$ cat config.mk
export PLATFORM = sky130hd
export DESIGN_NAME = gbt_ctrl
export DESIGN_NICKNAME = d
export VERILOG_FILES = /design/src/rtl/graph_bfs_dfs_traversal_assert.svh /design/src/rtl/gbt_pkg.sv /design/src/rtl/gbt_ctrl.sv
export SDC_FILE = /design/constraint.sdc
export NUM_CORES = 1
export LEC_CHECK = 0
export ABC_AREA = 1
export BUFFER_PORTS_ARGS = -buffer_cell sky130_fd_sc_hd__buf_2
export CORE_MARGIN = 2
export CORE_UTILIZATION = 30
export CTS_CLUSTER_DIAMETER = 200
export CTS_CLUSTER_SIZE = 12
export DETAILED_ROUTE_END_ITERATION = 7
export PLACE_DENSITY = 0.57
export SETUP_SLACK_MARGIN = 0.05
export SLEW_MARGIN = 20
export SYNTH_ARGS = -nofsm -noshare
export SYNTH_HDL_FRONTEND = slang
export SYNTH_SLANG_ARGS = --single-unit
$ cat constraint.sdc
create_clock -name clk -period 1.7 [get_ports clk]
set_input_delay 0.085 -clock clk [delete_from_list [all_inputs] [get_ports clk]]
set_output_delay 0.085 -clock clk [all_outputs]
set_load 0.05 [all_outputs]
$ cat src/rtl/graph_bfs_dfs_traversal_assert.svh
// Assertion macros shared by the traversal RTL.
// Each macro expects clk and rst to be visible at the point of use.
`ifndef GRAPH_BFS_DFS_TRAVERSAL_ASSERT_SVH
`define GRAPH_BFS_DFS_TRAVERSAL_ASSERT_SVH

`ifndef SYNTHESIS
// same-cycle implication
`define GBT_ASSERT(lbl, ante, cons) \
  lbl: assert property (@(posedge clk) disable iff (rst) (ante) |-> (cons)) \
    else $error("gbt assertion failed");
// next-cycle implication
`define GBT_ASSERT_NEXT(lbl, ante, cons) \
  lbl: assert property (@(posedge clk) disable iff (rst) (ante) |=> (cons)) \
    else $error("gbt assertion failed");
`else
`define GBT_ASSERT(lbl, ante, cons)
`define GBT_ASSERT_NEXT(lbl, ante, cons)
`endif

`endif

$ cat src/rtl/gbt_pkg.sv
package gbt_pkg;

  localparam int VW     = 6;   // vertex field width
  localparam int NW     = 7;   // num_vertices register width
  localparam int OPW    = 2;   // opcode width
  localparam int ROWW   = 64;  // widest adjacency row handled by the bit search
  localparam int APB_AW = 3;
  localparam int APB_DW = 32;

  localparam logic [NW-1:0] NUM_VERTICES_RST = 7'd64;
  // register index is paddr[2]
  localparam logic REG_IDX_NUM_VERTICES = 1'b0;

  typedef enum logic [OPW-1:0] {
    OP_CLEAR = 2'd0,
    OP_ADD   = 2'd1,
    OP_BFS   = 2'd2,
    OP_DFS   = 2'd3
  } op_t;

  typedef enum logic [1:0] {
    ASEL_A   = 2'd0,
    ASEL_B   = 2'd1,
    ASEL_CUR = 2'd2
  } adj_sel_t;

  typedef struct packed {
    logic     latch_in;
    logic     clr_rows;
    logic     adj_rd;
    adj_sel_t adj_sel;
    logic     adj_wr;
    logic     init;
    logic     qs_rd;
    logic     take_cur;
    logic     load_cand;
    logic     push;
    logic     pop;
    logic     emit_new;
    logic     emit_pick;
    logic     emit_err;
    logic     emit_fin;
  } dp_cmd_t;

  typedef struct packed {
    logic start_bad;
    logic edge_ok;
    logic is_dfs;
    logic q_empty;
    logic depth_one;
    logic cand_any;
    logic out_free;
  } dp_stat_t;

  // index of the lowest set bit, searched as 8 groups of 8
  function automatic logic [5:0] lowest_set(input logic [ROWW-1:0] bits);
    logic [7:0] grp_any;
    logic [7:0] grp;
    logic [2:0] g;
    logic [2:0] k;
    for (int i = 0; i < 8; i++) grp_any[i] = |bits[8*i +: 8];
    g = '0;
    for (int i = 7; i >= 0; i--) if (grp_any[i]) g = 3'(i);
    grp = bits[{g, 3'b000} +: 8];
    k = '0;
    for (int i = 7; i >= 0; i--) if (grp[i]) k = 3'(i);
    return {g, k};
  endfunction

endpackage

$ cat src/rtl/gbt_ctrl.sv
module gbt_ctrl (
  input  logic                    clk,
  input  logic                    rst,
  input  logic                    in_valid,
  input  logic [gbt_pkg::OPW-1:0] in_op,
  output logic                    in_ready,
  input  gbt_pkg::dp_stat_t       stat,
  output gbt_pkg::dp_cmd_t        cmd
);

  typedef enum logic [12:0] {
    S_IDLE   = 13'b0000000000001,
    S_ADD_RA = 13'b0000000000010,
    S_ADD_WA = 13'b0000000000100,
    S_ADD_RB = 13'b0000000001000,
    S_ADD_WB = 13'b0000000010000,
    S_ERR    = 13'b0000000100000,
    S_INIT   = 13'b0000001000000,
    S_POP    = 13'b0000010000000,
    S_TAKE   = 13'b0000100000000,
    S_RDA    = 13'b0001000000000,
    S_LOAD   = 13'b0010000000000,
    S_SCAN   = 13'b0100000000000,
    S_FIN    = 13'b1000000000000
  } state_t;

  state_t state;
  state_t state_next;

  always_ff @(posedge clk) begin
    if (rst) begin
      state <= S_IDLE;
    end else begin
      state <= state_next;
    end
  end

  always_comb begin
    cmd        = '0;
    state_next = state;
    in_ready   = 1'b0;
    unique case (state)
      S_IDLE: begin
        in_ready = 1'b1;
        if (in_valid) begin
          cmd.latch_in = 1'b1;
          unique case (gbt_pkg::op_t'(in_op))
            gbt_pkg::OP_CLEAR: cmd.clr_rows = 1'b1;
            gbt_pkg::OP_ADD: begin
              if (stat.edge_ok) state_next = S_ADD_RA;
            end
            gbt_pkg::OP_BFS, gbt_pkg::OP_DFS: begin
              state_next = stat.start_bad ? S_ERR : S_INIT;
            end
          endcase
        end
      end
      S_ADD_RA: begin
        cmd.adj_rd  = 1'b1;
        cmd.adj_sel = gbt_pkg::ASEL_A;
        state_next  = S_ADD_WA;
      end
      S_ADD_WA: begin
        cmd.adj_wr  = 1'b1;
        cmd.adj_sel = gbt_pkg::ASEL_A;
        state_next  = S_ADD_RB;
      end
      S_ADD_RB: begin
        cmd.adj_rd  = 1'b1;
        cmd.adj_sel = gbt_pkg::ASEL_B;
        state_next  = S_ADD_WB;
      end
      S_ADD_WB: begin
        cmd.adj_wr  = 1'b1;
        cmd.adj_sel = gbt_pkg::ASEL_B;
        state_next  = S_IDLE;
      end
      S_ERR: begin
        if (stat.out_free) begin
          cmd.emit_err = 1'b1;
          state_next   = S_IDLE;
        end
      end
      S_INIT: begin
        cmd.init   = 1'b1;
        state_next = stat.is_dfs ? S_RDA : S_POP;
      end
      S_POP: begin
        if (!stat.is_dfs && stat.q_empty) begin
          state_next = S_FIN;
        end else begin
          cmd.qs_rd  = 1'b1;
          state_next = S_TAKE;
        end
      end
      S_TAKE: begin
        if (stat.is_dfs) begin
          cmd.take_cur = 1'b1;
          state_next   = S_RDA;
        end else if (stat.out_free) begin
          // breadth-first reports a vertex when it leaves the queue
          cmd.take_cur = 1'b1;
          cmd.emit_new = 1'b1;
          state_next   = S_RDA;
        end
      end
      S_RDA: begin
        cmd.adj_rd  = 1'b1;
        cmd.adj_sel = gbt_pkg::ASEL_CUR;
        state_next  = S_LOAD;
      end
      S_LOAD: begin
        cmd.load_cand = 1'b1;
        state_next    = S_SCAN;
      end
      S_SCAN: begin
        if (stat.cand_any) begin
          if (!stat.is_dfs) begin
            cmd.push = 1'b1;
          end else if (stat.out_free) begin
            // descend into the lowest unvisited neighbor
            cmd.push      = 1'b1;
            cmd.emit_new  = 1'b1;
            cmd.emit_pick = 1'b1;
            state_next    = S_RDA;
          end
        end else if (stat.is_dfs) begin
          cmd.pop    = 1'b1;
          state_next = stat.depth_one ? S_FIN : S_POP;
        end else begin
          state_next = S_POP;
        end
      end
      S_FIN: begin
        if (stat.out_free) begin
          cmd.emit_fin = 1'b1;
          state_next   = S_IDLE;
        end
      end
      default: state_next = S_IDLE;
    endcase
  end

endmodule

==> flow_summary.yaml, run 1 <==
routing:
  dr_wl_met2_um: 1490
  wl_met1_um: 1340
  drt_iter0_markers: 44
  drt_pre_antenna_iters: 4
  ant_nets: 0
  route.met3.wl_um: 227
  wl_per_cell_um: 12.4
  routed_wl_um: 3100
  vias_per_cell: 4.76
  dr_total_vias: 1189
  top_layer_used: "met4"
  drc: 0
floorplan:
  ios: 29
  die-area_mm2: 0.00383
  start_util_pct: 30.6
  die_height_um: 61.9
  dieWidth_um: 61.9
  rows: 21
  core-area_mm2: 0.00328
synth:
  synth_top_family_by_area: "simple AND/OR/NAND/NOR gates"
  synthCells: 159
  synthFlopType: "dfxtp_1"
  ys_seq_elements: 13
  synthAdderAreaFrac_pct: 0
  synth_compound_area_share_pct: 8.72
  seq_area_frac_synth_pct: 25.9
  postSynthAreaPerCell_um2: 6.32
  synthMuxAreaShare_pct: 0
  synth-edff-count: 0
  synthDistinctLibCells: 27
  syn_area_mm2: 0.00100
  syn_nets: 171
  async_flop_share_pct: 0
  synth_xor_area_share_pct: 0
  yosys.area_share.simple_pct: 55.3
  ys.warnings.count: 0
critical_path:
  crit_path_start_kind: "flip-flop"
  cp_max_fo: 5
  path_buf_inv: 1
  crit_required_ns: 1.62
  cpLargestDelayFamily: "simple AND/OR/NAND/NOR gates"
  crit_path_max_incr_delay_ns: 0.36
  critPathKind: "flip-flop to primary output"
  crit_chain: "nor2_4 > nand2_2 > nor2_4 > nand4_1 > o22ai_2 > buf_6"
  critPathSlowestCell: "dfxtp_2"
  worstPathArrival_ns: 1.59
  cp_common_cell: "nor2_4"
  worstSetupEndpointType: "primary output"
place:
  port_buffers: 28
  gp_congestion: 0.861
  dp_hpwl_um: 2160
  place_inst: 233
power:
  peakVddDrop_v: 0.000610
  power_density_mw_per_mm2: 798
  power.leakage_nw: 0.780
  seqPwrFrac_pct: 27.4
  intPower_mw: 0.682
  p_sw_share_pct: 46.5
  combPwrFrac_pct: 56.4
  clockPowerShare_pct: 16.2
  switching_power_mw: 0.594
outcome:
  status: "complete, no violations"
clock_network:
  insertion_delay_ns: 0.29
  cts.clk_slew.worst_paths_ns: 0.09
  h-tree-depth: 1
  cts.sinks: 13
  root_buffer: "clkbuf_4"
  cts_tree: "done"
  clockBufferDepth: 2
  numCtsBuffers: 3
  cts_hold_buf: 0
hold_path:
  hold_class: "input port to flip-flop"
global_routing:
  antenna_found_initial: 0
  grt_pass1_wl_um: 4770
  grt_overflow_total: 0
  grt_pass1_vias: 1090
  groute.usage.overall_pct: 17.2
  grt_start_max_net_pins: 14
finish:
  area_growth_pct: 59.2
  largest_reg_flops: 13
  reg_top3: "state: 13 flops"
  layout_common_cells: "nand2_1, nor2_1, inv_1, buf_6, nor2_4"
  num_antenna_cells: 0
  fin_cells: 250
  drive_gt1_share_pct: 51.0
  layout.nets: 217
  final_common_cell: "nand2_1"
  largest_register: "state"
  fill_cells: 338
timing:
  fin_crit_sh_pct: 98.5
  max_freq_mhz: 597
  period_minus_slack_ns: 1.67
  rsz0062_at_grt: "yes"
  setup_viol: 0
  worst_pin_slew_ns: 0.319
  maxSlewViolCount: 0
  skew_ns: 0.000715
  setup_tns_ns: 0
  max_slew_margin_pct: 78.6
  hold_violations: 0
job:
  cap_violations: 0
==> per-layer routing <==
metal / up-vias / track usage, %
met2: 48 / 26.5
li1: 598 / -
met4: 0 / 6.69
met5: - / 0
met3: 8 / 3.52
met1: 535 / 23.5
==> power groups by stage <==
| stage | registers, mW | clock network (mW) | logic, mW |
|---|---|---|---|
| global route | 0.352 | 0.221 | 0.777 |
| finish | 0.350 | 0.207 | 0.719 |
| CTS | 0.348 | 0.208 | 0.612 |
| detailed placement | 0.355 | 0 | 0.534 |
| global placement | 0.354 | 0 | 0.533 |
| floorplan | 0.351 | 0 | 0.423 |
==> cell families (layout without fill, tap and decap cells) <==
group / Yosys count / in the layout
buffers and inverters: 27 / 71
AND/OR/NAND/NOR: 104 / 105
flip-flops: 13 / 13
AO/OA/AOI/OAI: 15 / 15
==> synth_stat cells, types with 2 or more instances <==
library cell | count | area (um2)
nand2_1 | 32 | 120
nor2_1 | 30 | 113
inv_1 | 21 | 78.8
dfxtp_1 | 13 | 260
nand3_1 | 10 | 50.1
a21oi_1 | 9 | 45.0
nand4_1 | 6 | 37.5
nand2_2 | 5 | 31.3
inv_2 | 4 | 15.0
nor2_2 | 4 | 25.0
nor2_4 | 4 | 45.0
nor3_1 | 3 | 15.0
nand2_4 | 2 | 22.5
nor2_8 | 2 | 40.0
nor3_2 | 2 | 20.0
==> metrics by stage <==
| stage | util, % | setup slack (ns) | hold slack [ns] | power, mW | area (um2) |
|---|---|---|---|---|---|
| after global routing | 48.7 | -0.0814 | 0.0977 | 1.35 | 1600 |
| after floorplan | - | -0.0793 | 0.155 | 0.774 | 1030 |
| after global placement | 37.5 | 0.100 | 0.385 | 0.887 | 1230 |
| after CTS | 42.6 | 0.0382 | 0.0789 | 1.17 | 1400 |
| final | 48.7 | 0.0259 | 0.0732 | 1.28 | 1600 |
| after detailed placement | 37.5 | 0.0918 | 0.383 | 0.889 | 1230 |
==> timing repair <==
item | 4_1_cts | 5_1_grt
cloned | 1 | 0
buffers inserted | 6 | 6
resized for setup | 29 | 51
endpoints found under the hold margin | 0 | 0
setup endpoints to repair | 13 | 22
pin swaps | 8 | 18
==> worst paths after layout <==
| path | start | to | slack [ns] | cells past startpoint |
|---|---|---|---|---|
| setup / recovery | state[9] | cmd[3] | 0.03 | 6 |
| hold / removal | stat[6] | state[6] | 0.07 | 4 |
| hold reg to reg | state[8] | state[8] | 0.53 | 2 |
| setup reg to reg | state[4] | state[11] | 0.11 | 10 |
==> area by class of cell <==
cell class                 count  area [um2]  area share [%]
clock buffer                   4        26.3            1.64
inverter                      26         103            6.42
multi-input combinational    120         790            49.4
sequential                    13         278            17.4
tap                           46        57.6            3.60
timing repair buffer          41         345            21.6
==> worst min-delay path, cell delays in order <==
cell	delay (ns)
buf_2	0.07
inv_1	0.04
nand3_1	0.09
nor3_2	0.04
Power figures use the tool's default switching activity.
==> run 2: changes to the inputs <==
--- a/config.mk
+++ b/config.mk
@@ -12,6 +12,7 @@
 export CTS_CLUSTER_DIAMETER = 200
 export CTS_CLUSTER_SIZE = 12
 export DETAILED_ROUTE_END_ITERATION = 7
+export GPL_TIMING_DRIVEN = 0
 export PLACE_DENSITY = 0.57
 export SETUP_SLACK_MARGIN = 0.05
 export SLEW_MARGIN = 20
==> run 2 against run 1 <==
- clock-buffer cell count is 1 lower
- critical path depth unchanged
- total power fell by 4.3%
- sequential power hardly changed
- global-route usage is 0.76 points lower
==> flow_summary.yaml, run 2 (synthesis gave the netlist of run 1 again) <==
outcome:
  status: "complete, no violations"
routing:
  drc: 0
  routed_wl_um: 2910
  vias_per_cell: 4.68
  dr_total_vias: 1147
  ant_nets: 0
  wl_per_cell_um: 11.9
  drt_iter0_markers: 53
  drt_pre_antenna_iters: 4
finish:
  num_antenna_cells: 0
  fin_util_pct: 45.2
  final_common_cell: "nand2_1"
  seqCellArea_um2: 274
  largest_register: "state"
  multi_input_area_um2: 757
  layout.nets: 212
  drive_gt1_share_pct: 45.7
  fill_cells: 350
  fin_cells: 245
  area_growth_pct: 47.8
  largest_reg_flops: 13
  reg_top3: "state: 13 flops"
  layout_common_cells: "nand2_1, nor2_1, inv_1, buf_4, buf_2"
place:
  place_inst: 233
  gp_congestion: 0.839
  dp_hpwl_um: 2060
  port_buffers: 28
clock_network:
  cts.sinks: 13
  root_buffer: "clkbuf_4"
  numCtsBuffers: 3
  clockBufferDepth: 2
  cts_tree: "done"
  cts.clk_slew.worst_paths_ns: 0.09
  insertion_delay_ns: 0.29
  h-tree-depth: 1
power:
  power.leakage_nw: 0.735
  power_density_mw_per_mm2: 822
  peakVddDrop_v: 0.000436
global_routing:
  antenna_found_initial: 0
  grt_overflow_total: 0
  groute.usage.overall_pct: 16.4
  grt_start_max_net_pins: 11
  grt_pass1_wl_um: 4590
  grt_pass1_vias: 1027
timing:
  setup_viol: 0
  maxSlewViolCount: 0
  period_minus_slack_ns: 1.68
  hold_violations: 0
  max_freq_mhz: 595
  rsz0062_at_grt: "yes"
  max_slew_margin_pct: 66.6
  fin_crit_sh_pct: 98.9
  worst_pin_slew_ns: 0.501
  skew_ns: 0.00599
critical_path:
  r2r-end: "state[0]"
  r2r_slack_ns: 0.14
  worstSetupEndpointType: "primary output"
  crit_path_start_kind: "flip-flop"
  worstPathArrival_ns: 1.60
  crit_required_ns: 1.62
  r2r_start: "state[12]"
  cp_max_fo: 5
  critPathKind: "flip-flop to primary output"
  worstRegToRegCells: 10
hold_path:
  hold_depth: 2
  hold_class: "input port to flip-flop"
  worstHoldStart: "rst"
  holdPathEnd: "state[9]"
floorplan:
  rows: 21
  start_util_pct: 30.6
  die_height_um: 61.9
  dieWidth_um: 61.9
  core-area_mm2: 0.00328
  die-area_mm2: 0.00383
  ios: 29
job:
  cap_violations: 0
[run 2: cell types whose count changed in the layout (fill, tap and decap cells not counted), moves of 3 or more]
cell     previous run  this run
buf_6              14        10
dfxtp_1             1         4
dfxtp_2            11         8
nor2_4             13        10
[run 2: per-layer routing]
layer  track usage (%)  share of wire (%)  vias to the layer above
met4              4.26               0.62                        0
li1                  -                  -                      590
met2              26.0                 48                       27
met1              21.9                 47                      528
met5                 0                  0                        -
met3              4.76                5.1                        2
[run 2: stage by stage]
| stage | setup slack (ns) | area [um2] | power [mW] | TNS [ns] | hold slack (ns) |
|---|---|---|---|---|---|
| floorplan | -0.0793 | 1030 | 0.774 | -0.0793 | 0.155 |
| global placement | 0.119 | 1230 | 0.887 | 0 | 0.335 |
| detailed placement | 0.135 | 1230 | 0.889 | 0 | 0.339 |
| CTS | 0.0307 | 1380 | 1.16 | 0 | 0.0333 |
| global route | -0.0546 | 1490 | 1.30 | -0.161 | 0.0237 |
| finish | 0.0184 | 1490 | 1.22 | 0 | 0.0357 |
[run 2: critical path: stages (launching register included)]
cell	delay (ns)
dfxtp_2	0.35
nor2_4	0.16
nand2_4	0.12
nor2_8	0.15
nand4_1	0.17
o22ai_2	0.17
buf_6	0.18
[run 2: layout make-up]
cell class / instances / share of cell area (%)
buffer: 1 / 0.253
clock inverter: 1 / 0.337
sequential: 13 / 18.4
timing repair buffer: 34 / 17.9
multi-input combinational: 121 / 51.0
tap: 46 / 3.88
clock buffer: 3 / 1.52
inverter: 26 / 6.74
[run 2: timing repair]
action,CTS,global route
hold buffers,0,0
endpoints found under the setup margin,12,19
pin swaps,9,16
cloned,2,0
buffers inserted,4,2
resized for setup,25,38
[run 2: worst max path at each step]
stage | startpoint | to | slack (ns) | cells past startpoint
final | state[2] | cmd[3] | 0.02 | 6
after global placement | state[12] | state[0] | 0.12 | 10
after floorplan | state[4] | cmd[14] | -0.08 | 5
after detailed placement | state[12] | state[0] | 0.13 | 10
after global routing | state[4] | cmd[3] | -0.05 | 6
after CTS | state[5] | cmd[2] | 0.03 | 6
[run 2: where the power goes]
part | total (mW) | switching [mW] | internal, mW
Sequential | 0.349 | 0.0238 | 0.325
Combinational | 0.666 | 0.445 | 0.222
Clock | 0.205 | 0.118 | 0.0875
